File: src/sv/swmm_pkg.sv
// Shared types and constants for the sliding-window min/max/mean block.
// No dependencies; used by swmm_cell and sliding_window_min_max_mean.
`default_nettype none

package swmm_pkg;

  localparam int SAMPLE_W    = 24;  // frame time, 16.8 unsigned fixed point
  localparam int COUNT_OUT_W = 7;   // held_count field
  localparam int IN_TDATA_W  = 24;  // frame_time, no padding
  localparam int OUT_TDATA_W = 80;  // 3 x 24 + 7, padded to whole bytes

  typedef logic [SAMPLE_W-1:0] sample_t;

  typedef enum logic [1:0] {
    ST_IDLE,
    ST_SCAN,
    ST_FINISH
  } state_t;

endpackage

`default_nettype wire

File: src/sv/swmm_cell.sv
// One storage cell of the sample chain: holds one frame time and hands it
// to the next cell on every shift. Depends on swmm_pkg.
`default_nettype none

module swmm_cell (
  input  wire               clk,
  input  wire               shift_en,
  input  wire swmm_pkg::sample_t d,
  output swmm_pkg::sample_t q
);

  swmm_pkg::sample_t sample;

  always_ff @(posedge clk) begin
    if (shift_en) begin
      sample <= d;
    end
  end

  assign q = sample;

endmodule

`default_nettype wire

File: src/sv/swmm_div.sv
// Restoring serial divider, one quotient bit per cycle.
// Standalone; used by sliding_window_min_max_mean for the window mean.
`default_nettype none

module swmm_div #(
  parameter int DIVIDEND_W = 30,
  parameter int DIVISOR_W  = 7
) (
  input  wire                   clk,
  input  wire                   rst,
  input  wire                   start,
  input  wire  [DIVIDEND_W-1:0] dividend,
  input  wire  [DIVISOR_W-1:0]  divisor,
  output logic                  done,
  output logic [DIVIDEND_W-1:0] quotient
);

  localparam int STEP_W = $clog2(DIVIDEND_W + 1);

  logic                  busy;
  logic [STEP_W-1:0]     step;
  logic [DIVISOR_W-1:0]  rem;
  logic [DIVISOR_W-1:0]  dvs;
  logic [DIVIDEND_W-1:0] quo;

  logic [DIVISOR_W:0]    trial;
  logic [DIVISOR_W:0]    diff;
  logic                  ge;
  logic [DIVISOR_W-1:0]  rem_next;

  // The remainder stays below the divisor, so DIVISOR_W bits hold it.
  always_comb begin
    trial    = {rem, quo[DIVIDEND_W-1]};
    diff     = trial - {1'b0, dvs};
    ge       = (trial >= {1'b0, dvs});
    rem_next = ge ? diff[DIVISOR_W-1:0] : trial[DIVISOR_W-1:0];
  end

  always_ff @(posedge clk) begin
    if (rst) begin
      busy <= 1'b0;
      done <= 1'b0;
      step <= '0;
    end else if (start) begin
      busy <= 1'b1;
      done <= 1'b0;
      step <= '0;
    end else if (busy) begin
      step <= step + 1'b1;
      if (step == STEP_W'(DIVIDEND_W - 1)) begin
        busy <= 1'b0;
        done <= 1'b1;
      end
    end
  end

  always_ff @(posedge clk) begin
    if (start) begin
      rem <= '0;
      quo <= dividend;
      dvs <= divisor;
    end else if (busy) begin
      rem <= rem_next;
      quo <= {quo[DIVIDEND_W-2:0], ge};
    end
  end

  assign quotient = quo;

endmodule

`default_nettype wire

File: src/sv/sliding_window_min_max_mean.sv
// Sliding-window frame-time statistics: a chain of sample cells, a scan
// unit for min/max and a serial divider for the mean.
// Depends on swmm_pkg, swmm_cell and swmm_div.
//
//  channel  | dir | bits | fields (low bit first)
//  ---------+-----+------+--------------------------------------------------
//  s_axis   | in  | 24   | frame_time[23:0]
//  m_axis   | out | 80   | mean_time[23:0] min_time[47:24] max_time[71:48]
//           |     |      | held_count[78:72], bit 79 zero
//
// One transaction is handled at a time. Acceptance shifts the sample into
// the chain and updates the running sum; then the chain rotates once
// through all WINDOW cells while the tail cell feeds the min/max compare,
// and the divider runs 24+clog2(WINDOW) steps in parallel. The finished
// result sits in the output register, so a new input is taken while it
// waits; a stalled output holds the next result back in ST_FINISH, and no
// further input is taken until that result is loaded.
// Reset (rst, synchronous) empties the window; cell contents need no reset.
`default_nettype none

module sliding_window_min_max_mean #(
  parameter int WINDOW = 64
) (
  input  wire                                clk,
  input  wire                                rst,
  input  wire                                s_tvalid,
  output logic                               s_tready,
  input  wire  [swmm_pkg::IN_TDATA_W-1:0]    s_tdata,  // frame_time[23:0]
  output logic                               m_tvalid,
  input  wire                                m_tready,
  // mean_time[23:0], min_time[47:24], max_time[71:48], held_count[78:72]
  output logic [swmm_pkg::OUT_TDATA_W-1:0]   m_tdata
);

  localparam int SAMPLE_W = swmm_pkg::SAMPLE_W;
  localparam int CNT_OW   = swmm_pkg::COUNT_OUT_W;
  localparam int IDX_W    = $clog2(WINDOW);
  localparam int CNT_W    = $clog2(WINDOW + 1);
  localparam int SUM_W    = SAMPLE_W + $clog2(WINDOW);
  localparam int PAD_W    = swmm_pkg::OUT_TDATA_W - 3 * SAMPLE_W - CNT_OW;

  swmm_pkg::state_t  state, state_next;

  logic [CNT_W-1:0]  fill_count;
  logic [SUM_W-1:0]  running_sum;
  logic [IDX_W-1:0]  scan_idx;
  swmm_pkg::sample_t lo, hi;

  swmm_pkg::sample_t mean_r, min_r, max_r;
  logic [CNT_OW-1:0] count_r;

  logic              accept;
  logic              shift_en;
  logic              div_start;
  logic              out_free;
  logic              out_load;
  logic              full;
  logic              tail_valid;
  logic [IDX_W-1:0]  tail_pos;
  logic              div_done;
  logic [SUM_W-1:0]  quotient;
  logic [CNT_W+CNT_OW-1:0] count_ext;

  swmm_pkg::sample_t sample;
  swmm_pkg::sample_t cell_d [WINDOW];
  swmm_pkg::sample_t cell_q [WINDOW];
  swmm_pkg::sample_t tail;

  assign sample = s_tdata[SAMPLE_W-1:0];
  assign tail   = cell_q[WINDOW-1];
  assign full   = (fill_count == CNT_W'(WINDOW));

  // Cell 0 takes the new sample on insert and the tail while rotating.
  genvar gi;
  generate
    for (gi = 0; gi < WINDOW; gi++) begin : g_chain
      if (gi == 0) begin : g_head
        assign cell_d[gi] = (state == swmm_pkg::ST_IDLE) ? sample : tail;
      end else begin : g_body
        assign cell_d[gi] = cell_q[gi-1];
      end
      swmm_cell u_cell (
        .clk      (clk),
        .shift_en (shift_en),
        .d        (cell_d[gi]),
        .q        (cell_q[gi])
      );
    end
  endgenerate

  swmm_div #(
    .DIVIDEND_W (SUM_W),
    .DIVISOR_W  (CNT_W)
  ) u_div (
    .clk      (clk),
    .rst      (rst),
    .start    (div_start),
    .dividend (running_sum),
    .divisor  (fill_count),
    .done     (div_done),
    .quotient (quotient)
  );

  // Scan step k sees the cell that was at position WINDOW-1-k at its start.
  assign tail_pos   = IDX_W'(WINDOW - 1) - scan_idx;
  assign tail_valid = (CNT_W'(tail_pos) < fill_count);
  assign out_free   = !m_tvalid || m_tready;

  always_ff @(posedge clk) begin
    if (rst) begin
      state <= swmm_pkg::ST_IDLE;
    end else begin
      state <= state_next;
    end
  end

  always_comb begin
    state_next = state;
    s_tready   = 1'b0;
    shift_en   = 1'b0;
    div_start  = 1'b0;
    out_load   = 1'b0;
    case (state)
      swmm_pkg::ST_IDLE: begin
        s_tready = 1'b1;
        shift_en = s_tvalid;
        if (s_tvalid) begin
          state_next = swmm_pkg::ST_SCAN;
        end
      end
      swmm_pkg::ST_SCAN: begin
        shift_en  = 1'b1;
        div_start = (scan_idx == '0);
        if (scan_idx == IDX_W'(WINDOW - 1)) begin
          state_next = swmm_pkg::ST_FINISH;
        end
      end
      swmm_pkg::ST_FINISH: begin
        if (div_done && out_free) begin
          out_load   = 1'b1;
          state_next = swmm_pkg::ST_IDLE;
        end
      end
      default: begin
        state_next = swmm_pkg::ST_IDLE;
      end
    endcase
  end

  assign accept = s_tvalid && s_tready;

  // Window bookkeeping: drop the tail from the sum once the window is full.
  always_ff @(posedge clk) begin
    if (rst) begin
      fill_count  <= '0;
      running_sum <= '0;
    end else if (accept) begin
      if (!full) begin
        fill_count <= fill_count + 1'b1;
      end
      running_sum <= running_sum + SUM_W'(sample)
                     - (full ? SUM_W'(tail) : SUM_W'(0));
    end
  end

  always_ff @(posedge clk) begin
    if (rst) begin
      scan_idx <= '0;
    end else if (accept) begin
      scan_idx <= '0;
    end else if (state == swmm_pkg::ST_SCAN) begin
      scan_idx <= scan_idx + 1'b1;
    end
  end

  always_ff @(posedge clk) begin
    if (accept) begin
      lo <= '1;
      hi <= '0;
    end else if (state == swmm_pkg::ST_SCAN && tail_valid) begin
      if (tail < lo) begin
        lo <= tail;
      end
      if (tail > hi) begin
        hi <= tail;
      end
    end
  end

  assign count_ext = {{CNT_OW{1'b0}}, fill_count};

  always_ff @(posedge clk) begin
    if (rst) begin
      m_tvalid <= 1'b0;
    end else if (out_load) begin
      m_tvalid <= 1'b1;
    end else if (m_tready) begin
      m_tvalid <= 1'b0;
    end
  end

  always_ff @(posedge clk) begin
    if (out_load) begin
      mean_r  <= quotient[SAMPLE_W-1:0];
      min_r   <= lo;
      max_r   <= hi;
      count_r <= count_ext[CNT_OW-1:0];
    end
  end

  assign m_tdata = {{PAD_W{1'b0}}, count_r, max_r, min_r, mean_r};

  a_fill_bounded: assert property (@(posedge clk) disable iff (rst)
    fill_count <= CNT_W'(WINDOW))
    else $error("fill count above window size");

  a_min_le_max: assert property (@(posedge clk) disable iff (rst)
    m_tvalid |-> (min_r <= max_r))
    else $error("minimum above maximum");

  a_mean_in_range: assert property (@(posedge clk) disable iff (rst)
    m_tvalid |-> (mean_r >= min_r && mean_r <= max_r))
    else $error("mean outside min/max range");

  a_scan_starts: assert property (@(posedge clk) disable iff (rst)
    accept |=> (state == swmm_pkg::ST_SCAN && scan_idx == '0))
    else $error("scan did not start after accepted transaction");

endmodule

`default_nettype wire

File: config.mk
export PLATFORM = sky130hd
export DESIGN_NAME = sliding_window_min_max_mean
export DESIGN_NICKNAME = d
export VERILOG_FILES = /design/src/sv/swmm_pkg.sv /design/src/sv/swmm_cell.sv /design/src/sv/swmm_div.sv /design/src/sv/sliding_window_min_max_mean.sv
export SDC_FILE = /design/constraint.sdc
export NUM_CORES = 1
export LEC_CHECK = 0
export CAP_MARGIN = 0
export CORE_MARGIN = 2
export CORE_UTILIZATION = 45
export CTS_CLUSTER_DIAMETER = 30
export DETAILED_ROUTE_END_ITERATION = 16
export DONT_BUFFER_PORTS = 1
export HOLD_SLACK_MARGIN = 0.05
export PLACE_DENSITY = 0.65
export SYNTH_ARGS = -nofsm -noshare
export SYNTH_HDL_FRONTEND = slang
export SYNTH_SLANG_ARGS = --single-unit
File: constraint.sdc
create_clock -name clk -period 98.1 [get_ports clk]
set_clock_uncertainty 0.2 [all_clocks]
set_input_delay 9.81 -clock clk [delete_from_list [all_inputs] [get_ports clk]]
set_output_delay 9.81 -clock clk [all_outputs]
set_load 0.01 [all_outputs]
### Word level (Yosys, flattened, before mapping)

Index checks and enable logic that the tools add are counted.

| cells by class | value |
|---|---|
| magnitude comparators | 4 |
| mux-type cells | 19 |
| reduce and logical (&&, ||, !) cells | 16 |
| bitwise operators | 1 |
| $add $sub $neg | 7 |
| eq/ne operators | 8 |

Operators with widths:

| kind | count |
|---|---|
| 2-to-1 mux 30 bit | 2 |
| 2-to-1 mux 24 bit | 2 |
| adder 30 x 24 -> 30 bit | 1 |
| subtractor 30 x 24 -> 30 bit | 1 |
| > comparator 24 bit | 1 |
| less-than comparator 24 bit | 1 |
| 2-to-1 mux 1 bit | 9 |
| greater-or-equal comparator 8 x 7 -> 1 bit | 1 |
| AND reduction 2 bit | 4 |
| adder 7 x 1 -> 7 bit, second input constant | 1 |
| == test 7 bit, second input constant | 1 |
| less-than comparator 6 x 7 -> 1 bit | 1 |
| 2-to-1 mux 7 bit | 1 |
| subtractor 7 bit | 1 |
| adder 6 x 1 -> 6 bit, second input constant | 1 |
| == test 6 bit, second input constant | 1 |
| zero test 6 bit | 1 |
| 2-to-1 mux 2 bit | 3 |
| != test 2 bit, second input constant | 3 |
| one-hot mux 2 bit (3 select lines) | 1 |
| subtractor 6 bit, first input constant | 1 |
| adder 5 x 1 -> 5 bit, second input constant | 1 |
| == test 5 bit, second input constant | 1 |
| nonzero test 2 bit | 2 |
| 10 further kinds | 13 |

| storage, ports and cells | value |
|---|---|
| word-level logic and storage cells | 136 |
| input bits | 28 |
| flip-flop bits (word level) | 1,760 |
| output and inout port bits | 82 |

### Longest topological paths before layout

| depth | value |
|---|---|
| word-level depth | 6 |
| mapped depth | 19 |
| mapped depth without buffers | 17 |

### Modules after synthesis

A second synthesis with hierarchy kept.

| second synthesis, totals | value |
|---|---|
| cell total of the unflattened synthesis | 2,853 |
| area, all modules | 58,984.1 um^2 |

By module, submodules not included:

| module | sequential area each (um^2) | times used | cells an instance | area each (um^2) |
|---|---|---|---|---|
| swmm_cell | 720.7 | 64 | 24 | 720.7 |
| sliding_window_min_max_mean | 4,254.1 | 1 | 1,109 | 10,256.1 |
| swmm_div | 1,391.3 | 1 | 208 | 2,603.7 |

### Worst setup path after synthesis

Ideal clock, no wire load.

| path | value |
|---|---|
| path type | in2reg |
| from | in s_tvalid |
| to | reg g_chain[0].u_cell.sample[0] (enable) |
| arrival | 73.470 ns |
| library setup time | 3.489 ns |
| setup slack | 20.941 ns |
| stages | 2 |
| buffers on the path | 0 |
| required time | 94.411 ns |
| cells stage by stage | nor2_1 > nor2_1 |

| on the way | value |
|---|---|
| longest elaborated chain between the ends | 1 |

RTL lines:

| what | line | source |
|---|---|---|
| from (decl) | sliding_window_min_max_mean.sv:26 | `input wire s_tvalid,` |
| one-hot mux 1 bit (2 select lines) | sliding_window_min_max_mean.sv:123 | `case (state)` |
| via g_chain[0].u_cell.shift_en | swmm_cell.sv:7 | `input wire shift_en,` |
| to (signal assigned) | swmm_cell.sv:16 | `sample <= d;` |
| to (decl) | swmm_cell.sv:12 | `swmm_pkg::sample_t sample;` |

The timed path passes the listed nets, and every way through them passes these cells.
A chain may end at the register's enable or synchronous reset.

### Final worst setup path

| path | value |
|---|---|
| from | in s_tvalid |
| to | reg g_chain[51].u_cell.sample[20] (enable) |

| on the way | value |
|---|---|
| longest elaborated chain between the ends | 1 |

RTL lines:

| what | line |
|---|---|
| one-hot mux 1 bit (2 select lines) | sliding_window_min_max_mean.sv:123 |
| via g_chain[0].u_cell.shift_en | swmm_cell.sv:7 |
| to (signal assigned) | swmm_cell.sv:16 |
| to (decl) | swmm_cell.sv:12 |

The timed path passes the listed nets, and every way through them passes these cells.

==> results by group <==
Logic synthesis
  – Area share of the largest cell type after synthesis: between 80% and 90%
  – Synth Area in Compound Gates: under 10%
  – Synth Warn #: 0
  – EDFF count, synth: about 1700
  – Synth Area in XOR/XNOR: less than 1%
  – Distinct cells, synth: 73
  – Multiplexer share of the synthesized area: 0.4775%
  – FF+latch count, synth: 1760
  – Synth top area cells: edfxtp_1 85%, dfxtp_1 3.7%, ha_1 2.0%
  – Syn Nets: around 3000
  – Syn Std Cell Area: 58700 µm²
  – Register area share after synthesis: between 80% and 90%
  – Syn avg cell area: ~21 µm²
  – Post-synth ARST share: 0%
  – Simple-Gate Fraction of Synth Area: under 10%
  – Post-synth top area cell: edfxtp_1
  – Adder-Cell Fraction of Synth Area: ~2.9%
  – Post-synth top flop: edfxtp_1
  – Largest family of logic cells by synthesized area: compound AO/OA/AOI/OAI gates
  – Cells after synthesis: 2856

Routing
  – Via count: around 25000
  – Final wirelength: between 90000 and 100000 µm
  – TritonRoute pass-1 iters: 5
  – Wirelength per Cell: 18.25 µm
  – Post-route ant nets: 0
  – Vias per cell: slightly below 5
  – Residual DRC: 0
  – 1st-iter DRT viols: roughly 2500

Critical path
  – Worst EP arrival: between 10 and 15 ns
  – Worst R2R Start: state[0]$_SDFFE_PP0P_
  – CP Max Fanout: 86
  – WS Path Type: input port to flip-flop
  – Critical Path End Type: flip-flop
  – WP data required: 98.30 ns
  – Worst-case reg-to-reg path depth: 6
  – Worst R2R End: g_chain[51].u_cell.q[20]$_DFFE_PP_
  – Flop2flop setup slack: slightly above 90 ns
  – Worst setup path startpoint: s_tvalid
  – Startpoint Class: input port
  – CP Capture Point: g_chain[51].u_cell.q[20]$_DFFE_PP_

Power and ir drop
  – Peak supply drop: 0.00001701 V
  – Pint: about 0.0015 W
  – Logic pwr share: under 10%
  – Clock power share: between 40% and 50%
  – Flop pwr share: between 40% and 50%
  – Cell Pwr Density: 27.58 nW/µm²
  – Pleak: around 24 nW
  – Sw Ratio: between 20% and 30%
  – Tot Pwr: between 0.0015 and 0.002 W
  – Sw power: roughly 0.00044 W

Clock network
  – Post-CTS sizing: 0
  – H-tree depth: 4
  – Clk root buf: clkbuf_16
  – Max clock buf depth: 3
  – Num Clock Sinks: between 1500 and 2000
  – Setup bufs post-CTS: 0
  – Clock latency on the worst-skew pair: 0.81 ns
  – Post-CTS Hold Fix Bufs: 0
  – Clock-pin slew on the worst setup and hold paths: 0.06 ns
  – CTS tree: built
  – Total CTS buffers: 227

Floorplan
  – Row count: about 130
  – Starting Density: 45.33%
  – Die Wd: 365.2 µm
  – IO Count: 110
  – Core area: between 100000 and 150000 µm²
  – Die Ht: 365.2 µm
  – Die area: between 100000 and 150000 µm²

Timing
  – Finish-stage setup viols: 0
  – Fin crit share: between 10% and 20%
  – Final Max Slew Viols: 0
  – RSZ-0062 raised after global routing: no
  – FMAX: slightly above 0.07 GHz
  – Final hold violation count: 0
  – Rel. slew slack: around 17%
  – Final min period: approximately 14 ns
  – Fin Setup TNS: 0 ns
  – Worst-Margin Slew: ~1.2 ns

GRT
  – Total global routing overflow: 0
  – Largest net degree at the start of global routing: around 200
  – GRT Util Overall: 13.85%
  – Wire length of the first global-routing pass: approximately 140000 µm
  – Vias in the first global route: ~24000
  – Initial antenna violation count: 17

Hold path
  – Type of the most critical hold path: flip-flop to flip-flop
  – Worst hold start: g_chain[33].u_cell.q[7]$_DFFE_PP_
  – Hold-critical path depth: 0

Place
  – Port bufs: 0
  – Routability cong.: approximately 0.82
  – Post-DP HPWL: around 53000 µm

Cells and area
  – Fillers: ~9800
  – Area Overhead vs Synth: 17.27%
  – Layout Nets: about 3200
  – Fraction of layout cells with a size suffix above 1: 14.70%

Run
  – Max-Cap Viols: 0

Run status
  – Status: finished, final reports clean
worst min-delay path by stage:
stage | endpoint | slack [ns]
3_5_place_dp | g_chain[10].u_cell.q[13]$_DFFE_PP_ | 0.20
5_1_grt | g_chain[52].u_cell.q[2]$_DFFE_PP_ | 0.19
3_3_place_gp | g_chain[35].u_cell.q[17]$_DFFE_PP_ | 0.20
4_1_cts | g_chain[34].u_cell.q[7]$_DFFE_PP_ | 0.19
2_1_floorplan | g_chain[10].u_cell.q[0]$_DFFE_PP_ | 0.20
6_report | g_chain[34].u_cell.q[7]$_DFFE_PP_ | 0.19
synthesized netlist by cell type (all sizes together), types with 17 or more instances:
master,count
a21oi,113
a21o,21
o22ai,17
o21ai,103
edfxtp,1652
nor3,43
nand3,39
fa,25
clkbuf,44
nor2,52
mux2,24
nand4,28
buf,21
xnor2,25
dfxtp,108
inv,187
nand2,100
ha,95
and2,26
registers in the layout, indices dropped and copies added (netlist names), 7 cells and up:
| name | count |
|---|---|
| u_div.rem | 7 |
| lo | 24 |
| g_chain.u_cell.q | 1536 |
| u_div.quotient | 30 |
| min_r | 24 |
| u_div.dvs | 7 |
| max_r | 24 |
| running_sum | 30 |
| fill_count | 7 |
| hi | 24 |
| mean_r | 24 |
| count_r | 7 |
per-stage QoR:
step | setup slack, ns | cells | utilization [%] | hold WS, ns | area, µm²
after floorplan | 20.94 | 2856 | - | 0.2003 | 58700
after global placement | 83.37 | 4580 | 47.06 | 0.2004 | 60940
after detailed placement | 83.25 | 4580 | 47.06 | 0.2045 | 60940
after CTS | 84.14 | 5012 | 53.14 | 0.1926 | 68810
after global routing | 83.74 | 5013 | 53.15 | 0.1901 | 68820
final | 84.15 | 5021 | 53.16 | 0.1945 | 68840
kinds of logic (layout without fill, tap and decap cells):
family                   Yosys count  count (layout)
AO/OA/AOI/OAI                    332             332
flip-flops                      1760            1760
XOR/XNOR                          37              37
other                              1               9
adder cells (fa/ha/maj)          120             120
AND/OR/NAND/NOR                  329             329
buffers and inverters            252             667
multiplexers                      25              25
cell type report:
cell class                 count  area, µm²  area share [%]
antenna                        8      20.02         0.02908
sequential                  1760      51770           75.21
clock inverter               177       2038           2.961
timing repair buffer          48      370.4          0.5380
clock buffer                 255       5837           8.479
multi-input combinational    844       5918           8.598
inverter                     187      703.2           1.022
tap                         1742       2180           3.166
layout by cell type (no fill, tap or decap), drive strengths merged, types with 43 or more instances in the layout:
master / Yosys / layout
clkinv: 0 / 68
dfxtp: 108 / 108
nor3: 43 / 43
clkbuf: 44 / 255
inv: 187 / 246
nor2: 52 / 52
nand2: 100 / 100
a21oi: 113 / 113
buf: 21 / 48
edfxtp: 1652 / 1652
ha: 95 / 95
o21ai: 103 / 103
power groups by stage:
stage | logic [W] | registers (W) | clock network [W]
floorplan | 0.0000982 | 0.00104 | 0
detailed placement | 0.000125 | 0.000956 | 0
finish | 0.000126 | 0.000942 | 0.000831
CTS | 0.000126 | 0.000944 | 0.000850
global route | 0.000141 | 0.000950 | 0.000881
global placement | 0.000124 | 0.000955 | 0
layer usage:
layer  GRT usage (%)  vias to the layer above  part of all wire, %
met1           20.46                    12270                   47
li1                -                    11470                    -
met4           5.358                        8                  2.2
met3           4.049                      160                  7.5
met2           19.41                      631                   43
met5               0                        -                0.061
critical path: stages:
cell and delay (ns):
nor2_1 0.05, nor2_4 0.83, buf_4 0.69, buf_4 0.89, buf_4 0.82, buf_4 0.93
Power figures use the tool's default switching activity.
